### config.mk
export PLATFORM = sky130hd
export DESIGN_NAME = bfiq_mod_unit
export DESIGN_NICKNAME = d
export VERILOG_FILES = /design/src/rtl/core/bfiq_pkg.sv /design/src/rtl/core/bfiq_mod_unit.sv
export VERILOG_INCLUDE_DIRS = /design/src /design/src/rtl/core
export SDC_FILE = /design/constraint.sdc
export NUM_CORES = 1
export LEC_CHECK = 0
export BUFFER_PORTS_ARGS = -buffer_cell sky130_fd_sc_hd__buf_2
export CAP_MARGIN = 20
export CORE_ASPECT_RATIO = 1.75
export CORE_MARGIN = 3
export CORE_UTILIZATION = 45
export CTS_CLUSTER_DIAMETER = 120
export DETAILED_ROUTE_END_ITERATION = 10
export MAX_ROUTING_LAYER = met4
export PLACE_DENSITY = 0.66
export SETUP_SLACK_MARGIN = 0.05
export SYNTH_ARGS = -nofsm -noshare
export SYNTH_HDL_FRONTEND = slang
export SYNTH_SLANG_ARGS = --single-unit
### constraint.sdc
create_clock -name clk -period 3 [get_ports clk]
set_input_delay 0.6 -clock clk [delete_from_list [all_inputs] [get_ports clk]]
set_output_delay 0.6 -clock clk [all_outputs]
set_load 0.03 [all_outputs]
### src/rtl/core/bloom_filter_insert_query_macros.svh
// ----------------------------------------------------------------------------
// Bloom filter insert/query engine: assertion macros
// Shared property checks, clocked on the rising edge.
// ----------------------------------------------------------------------------
`ifndef BLOOM_FILTER_INSERT_QUERY_MACROS_SVH
`define BLOOM_FILTER_INSERT_QUERY_MACROS_SVH

// Check that is switched off while reset is held
`define BFIQ_ASSERT(lbl, clk_s, rst_s, prop, msg) \
  lbl: assert property (@(posedge clk_s) disable iff (!rst_s) prop) else $error(msg);

// Check that must hold through reset as well
`define BFIQ_ASSERT_ALWAYS(lbl, clk_s, prop, msg) \
  lbl: assert property (@(posedge clk_s) prop) else $error(msg);

`endif

### src/rtl/core/bfiq_pkg.sv
// ----------------------------------------------------------------------------
// Bloom filter insert/query engine: package
// Payload types, operation codes, register indexes and default sizes.
// ----------------------------------------------------------------------------
package bfiq_pkg;

  localparam int HASH_W   = 32;
  localparam int KIND_W   = 2;
  // modulo works on the hash without its three bit-select bits
  localparam int DIV_W    = HASH_W - 3;
  localparam int DIV_CNT_W = $clog2(DIV_W + 1);
  localparam int ROT_AMT  = 17;

  localparam int DEF_MAX_FILTER_BYTES = 1024;
  localparam int DEF_MAX_PROBES       = 30;

  // configuration port
  localparam int CFG_IDX_W  = 4;
  localparam int CFG_DATA_W = 11;
  localparam int FB_W       = 11;
  localparam int NP_W       = 8;
  localparam int FB_RESET   = 8;
  localparam int NP_RESET   = 6;
  localparam logic [CFG_IDX_W-1:0] CFG_FILTER_BYTES = 4'd0;
  localparam logic [CFG_IDX_W-1:0] CFG_NUM_PROBES   = 4'd1;

  // operation codes
  localparam logic [KIND_W-1:0] KIND_CLEAR  = 2'd0;
  localparam logic [KIND_W-1:0] KIND_INSERT = 2'd1;
  localparam logic [KIND_W-1:0] KIND_QUERY  = 2'd2;
  localparam logic [KIND_W-1:0] KIND_RSVD   = 2'd3;

  typedef struct packed {
    logic [KIND_W-1:0] kind;
    logic [HASH_W-1:0] hash_value;
  } in_item_t;

  typedef struct packed {
    logic [KIND_W-1:0] done_kind;
    logic              may_match;
  } out_item_t;

  // request to the shared modulo unit
  typedef struct packed {
    logic             start;
    logic [DIV_W-1:0] dividend;
  } mod_req_t;

endpackage

### src/rtl/core/bfiq_mod_unit.sv
// ----------------------------------------------------------------------------
// Bloom filter engine: iterative modulo unit
// Restoring remainder, one dividend bit per cycle, shared by all probes.
// ----------------------------------------------------------------------------
module bfiq_mod_unit #(
  parameter int DIVISOR_W = 11
) (
  input  logic                  clk,
  input  logic                  rst_n,
  input  bfiq_pkg::mod_req_t    req,
  input  logic [DIVISOR_W-1:0]  divisor,
  output logic                  done,
  output logic [DIVISOR_W-1:0]  rem
);

  logic                            busy_r;
  logic                            done_r;
  logic [bfiq_pkg::DIV_CNT_W-1:0]  cnt_r;
  logic [bfiq_pkg::DIV_W-1:0]      shreg_r;
  logic [DIVISOR_W-1:0]            rem_r;

  logic [DIVISOR_W:0]              trial;
  logic [DIVISOR_W:0]              div_ext;
  logic [DIVISOR_W:0]              diff;
  logic [DIVISOR_W-1:0]            rem_nxt;

  // one compare-subtract step
  assign trial   = {rem_r, shreg_r[bfiq_pkg::DIV_W-1]};
  assign div_ext = {1'b0, divisor};
  assign diff    = trial - div_ext;
  assign rem_nxt = (trial >= div_ext) ? diff[DIVISOR_W-1:0] : trial[DIVISOR_W-1:0];

  // control
  always_ff @(posedge clk) begin
    if (!rst_n) begin
      busy_r <= 1'b0;
      done_r <= 1'b0;
      cnt_r  <= '0;
    end else if (req.start) begin
      busy_r <= 1'b1;
      done_r <= 1'b0;
      cnt_r  <= bfiq_pkg::DIV_CNT_W'(bfiq_pkg::DIV_W);
    end else if (busy_r) begin
      cnt_r <= cnt_r - 1'b1;
      if (cnt_r == bfiq_pkg::DIV_CNT_W'(1)) begin
        busy_r <= 1'b0;
        done_r <= 1'b1;
      end
    end else begin
      done_r <= 1'b0;
    end
  end

  // datapath
  always_ff @(posedge clk) begin
    if (req.start) begin
      shreg_r <= req.dividend;
      rem_r   <= '0;
    end else if (busy_r) begin
      shreg_r <= {shreg_r[bfiq_pkg::DIV_W-2:0], 1'b0};
      rem_r   <= rem_nxt;
    end
  end

  assign done = done_r;
  assign rem  = rem_r;

  `include "bloom_filter_insert_query_macros.svh"

  `BFIQ_ASSERT(a_start_idle, clk, rst_n, req.start |-> !busy_r, "modulo restarted while busy")
  `BFIQ_ASSERT(a_rem_range, clk, rst_n, done_r |-> (rem_r < divisor), "remainder not below divisor")

endmodule

Word-level counts from Yosys, hierarchy flattened
Index checks and enable logic that the tools add are counted.
{"block": "totals", "ff_bits": 47, "output_inout_bits": 12, "wordCells": 23}
{"block": "classes", "add_sub_neg": 2, "order_cmp": 1, "n_eq_ne": 1, "muxes": 8, "n_bitwise": 2, "reduce_logical": 3}
{"operator": "$mux 29", "n": 2}
{"operator": "$ge 12x11->1", "n": 1}
{"operator": "$mux 11", "n": 1}
{"operator": "$sub 11x11->11", "n": 1}
{"operator": "$mux 5", "n": 2}
{"operator": "$eq 5x1->1 const B", "n": 1}
{"operator": "$sub 5x1->5 const B", "n": 1}
{"operator": "$mux 1", "n": 3}
{"operator": "$reduce_or 3->1", "n": 1}
{"operator": "$not 1->1", "n": 2}
{"operator": "$reduce_bool 2->1", "n": 1}
{"operator": "$reduce_or 2->1", "n": 1}

Depth between registers and ports, before layout
{"block": "depth", "word_depth": 4, "ltp_mapped": 10, "mapped_depth_nobuf": 9}

Worst setup path before layout
OpenSTA, ideal clock, no wires.
{"block": "synth_path", "path_type": "input to register", "from": "input divisor[0]", "to": "register rem_r[10] (netlist: rem[10])", "setup_ns": 0.101, "arrival_time_ns": 2.252, "required_ns": 2.899, "path_slack_ns": 0.647, "stages": 8, "n_path_buf": 0, "path_cell_list": "ha_1 > fa_1 > nand2b_1 > a21oi_1 > o211a_1 > o2111a_2 > nor2_1 > o41ai_1"}
{"block": "synth_between", "elab_chain_len": 2, "word_cells_on_any_way": 3}
{"item": "from (decl)", "line": "bfiq_mod_unit.sv:11", "rtl": "input logic [DIVISOR_W-1:0] divisor,"}
{"item": "$sub 11x11->11 / $ge 12x11->1 (equally long branches)", "line": "bfiq_mod_unit.sv:30, bfiq_mod_unit.sv:31"}
{"item": "$mux 11 *", "line": "bfiq_mod_unit.sv:31", "rtl": "assign rem_nxt = (trial >= div_ext) ? diff[DIVISOR_W-1:0] : trial[DIVISOR_W-1:0];"}
{"item": "to (signal assigned)", "line": "bfiq_mod_unit.sv:61", "rtl": "rem_r <= rem_nxt;"}
{"item": "to (decl)", "line": "bfiq_mod_unit.sv:20", "rtl": "logic [DIVISOR_W-1:0] rem_r;"}
Every way passes the cells marked *; elsewhere a longest branch is shown, timed or not.
A chain may end at the register's enable or synchronous reset.

Worst setup path in the final report
{"block": "layout_path", "from": "register shreg_r[28] (netlist name)", "to": "register rem_r[2] (netlist: rem[2])"}
{"block": "layout_between", "elab_chain_len": 2, "word_cells_on_any_way": 3}
{"item": "from (decl)", "line": "bfiq_mod_unit.sv:19", "rtl": "logic [bfiq_pkg::DIV_W-1:0] shreg_r;"}
{"item": "from (signal assigned)", "line": "bfiq_mod_unit.sv:57", "rtl": "shreg_r <= req.dividend;"}
{"item": "from (signal assigned)", "line": "bfiq_mod_unit.sv:60", "rtl": "shreg_r <= {shreg_r[bfiq_pkg::DIV_W-2:0], 1'b0};"}
{"item": "$sub 11x11->11 / $ge 12x11->1 (equally long branches)", "line": "bfiq_mod_unit.sv:30, bfiq_mod_unit.sv:31"}
{"item": "$mux 11 *", "line": "bfiq_mod_unit.sv:31"}
Marked as above.

==> reports/qor.csv <==
metric,value,unit
GP Congestion,0.769,
Post-Syn Area,0.00266,sq mm
Fin. Hold Viols,0,
Total Nets Final,358,
sum of negative setup slack,0,ns
First-pass DRT Iterations,4,
fraction of layout cells with a size suffix above 1,0.321,
DR DRC count,0,
"wirelength, routed",5590,um
slack of the critical path,0.491,ns
sequential share of power,0.496,
"commonest non-fill, non-tap cell in the layout",buf_2,
Yosys warning total,0,
DR iter-0 viols,92,
DR top layer,met4,
Worst VDD drop,0.000381,V
hold depth,2,
CTS Buf Count,5,
Rows,36,
Clk pwr share,0.263,
antenna violations before repair,0,
largest net degree at the start of global routing,30,
hold path endpoint,done,
global route overflow,0,
Net Sw Power,0.000461,W
TritonCTS clock tree,yes,
Starting Density,0.472,
fraction of synthesized cell area in xor and xnor cells,0.0264,
Internal,0.00115,W
area grow syn2layout,16.6,%
Max transition margin,0.560,
net count after synthesis,306,
P_leak,1.30,nW
Max Cap Violations,0,
worst-case reg-to-reg path depth,10,
IO Count,55,
post-layout min period,2.51,ns
RSZ-0062 raised after global routing,no,
met3 routed wirelength,197,um
dpl ws,0.209,ns
Synth Flop Type,edfxtp_1,
largest family of logic cells by synthesized area,compound AO/OA/AOI/OAI gates,
CP Class,register to register,
first-pass GRT wire length,9430,um
Post-synth EDFFs,29,
Post-CTS Repair Setup Buffers,0,
Net Sw Frac,0.287,
clock-pin slew on the worst setup and hold paths,0.09,ns
most frequent cells in the layout,"buf_2 (54), edfxtp_1 (29), mux2_2 (28), nor2_1 (25), inv_1 (19)",
Root Driver,clkbuf_8,
WL/cell,14.8,um
Yosys reg bits,47,
Synth area leaders,"edfxtp_1 (33%), dfxtp_1 (14%), mux2_2 (12%)",
Cell variety after synth,53,
Detail Route Antenna Nets,0,
Worst Path Max Fanout,7,
cts hold-fix bufs,0,
die area,0.00690,sq mm
multiplexer share of the synthesized area,0.122,
Fillers,531,
hpwl dp,4200,um
Clock Latency Late Sink,0.29,ns
CP arrival,2.71,ns
CP Launch Type,register,
crit share post-route,0.836,
fin. max-slew vios,0,
die height,108,um
clock buffer depth,2,
number of global-route vias before repair,2030,
Inserted Diodes,0,
Core Region,0.00563,sq mm
HP Class,register to register,
Worst R2R Start,shreg_r[28],
Setup Viol. Count Final,0,
CTS sink count,47,
Buffers on Ports,54,
Metal-1 WL,2130,um
Avg Synthesized Cell Area,10.7,sq um
R2R Setup Slk,0.49,ns
die width,64.1,um
DP Area,0.00300,sq mm
combinational share of power,0.240,
Register Area,0.00123,sq mm
GRT Total Usage,0.180,
Clock Skews,0.00952,ns
met2 wire length,3130,um
Worst R2R End,rem[2],
worst hold start,done,
async set-reset flop share out of synthesis,0,
Compound-Gate Fraction of Synth Area,0.155,
Worst Path Required,3.20,ns
via count,2073,
share of the synthesized area in the top cell type,0.328,
Synth Area in Adders,0.0688,
drt via density,5.48,
area of the multi-input gates,0.00130,sq mm
status,"finished, final reports clean",
final instance area,0.00310,sq mm
Post-Syn Instances,249,
sequential element share of the synthesized area,0.463,
worst slew pin tran,0.659,ns
fmax,399,MHz
Simple-Gate Fraction of Synth Area,0.116,
PostCTS Resize Cnt,0,
Pwr Density,519,mW/mm^2
cell accounting for the most synthesized area,edfxtp_1,
CP Capture Type,register,
Clock H-tree levels,2,
-- worst max-delay path by stage --
stage                start       to  depth (start not counted)
2_1_floorplan   divisor[0]  rem[10]                          8
3_3_place_gp    divisor[0]   rem[5]                         10
3_5_place_dp    divisor[0]   rem[5]                         10
4_1_cts        shreg_r[28]   rem[3]                         10
5_1_grt        shreg_r[28]   rem[2]                         10
6_report       shreg_r[28]   rem[2]                         10
-- metal layers --
| metal | track usage | vias up |
|---|---|---|
| li1 | - | 1032 |
| met1 | 0.192 | 976 |
| met2 | 0.326 | 55 |
| met3 | 0.0251 | 10 |
| met4 | 0.0773 | 0 |
| met5 | - | - |
-- cell type report --
type                       count  share of cell area
clock buffer                   8              0.0327
inverter                      19              0.0230
multi-input combinational    170               0.419
sequential                    47               0.398
tap                           76              0.0307
timing repair buffer          58              0.0970
-- cells by family after synthesis --
logic type	Yosys count
simple gates	61
buf+inv	32
flops	47
fa+ha+maj	14
compound gates	58
mux	29
xor+xnor	8
-- cell usage after synthesis (all sizes together), types with 2 or more instances --
library cell / number
a21o: 2
buf: 4
a21oi: 12
nor4: 2
xor2: 4
a2111oi: 4
clkbuf: 9
nand2: 7
nor3b: 2
inv: 19
nand2b: 2
nor2: 26
nor2b: 4
ha: 13
o2111ai: 2
o21ai: 13
mux2: 28
xnor2: 4
a211oi: 2
or4b: 2
nand3: 7
a311oi: 7
o21a: 4
edfxtp: 29
dfxtp: 18
-- state kept, by name (all words and copies together) (netlist names) --
signal   count
cnt_r        5
rem         11
shreg_r     29
busy_r       1
done         1
-- power by group through the flow --
stage	combinational (W)	clock (W)	sequential (W)
floorplan	0.000259	0	0.000826
global placement	0.000381	0	0.000813
detailed placement	0.000385	0	0.000813
CTS	0.000388	0.000437	0.000799
global route	0.000434	0.000461	0.000808
finish	0.000386	0.000423	0.000798
-- stage by stage --
step / cells / hold WS [ns] / util / power [W]
global route: 378 / 0.516 / 0.550 / 0.00170
floorplan: 249 / 0.468 / - / 0.00109
finish: 378 / 0.501 / 0.550 / 0.00161
global placement: 370 / 0.470 / 0.532 / 0.00119
CTS: 378 / 0.499 / 0.550 / 0.00162
detailed placement: 370 / 0.475 / 0.532 / 0.00120
-- critical path, cell delays in order (launching register included) --
cell	delay (ns)
edfxtp_1	0.43
inv_1	0.08
ha_1	0.17
fa_1	0.20
nand2b_1	0.13
a21oi_1	0.09
o211a_1	0.25
o2111ai_1	0.48
buf_4	0.24
nand3_1	0.07
a311oi_1	0.27
No activity file was read; power rests on OpenSTA's default activity.
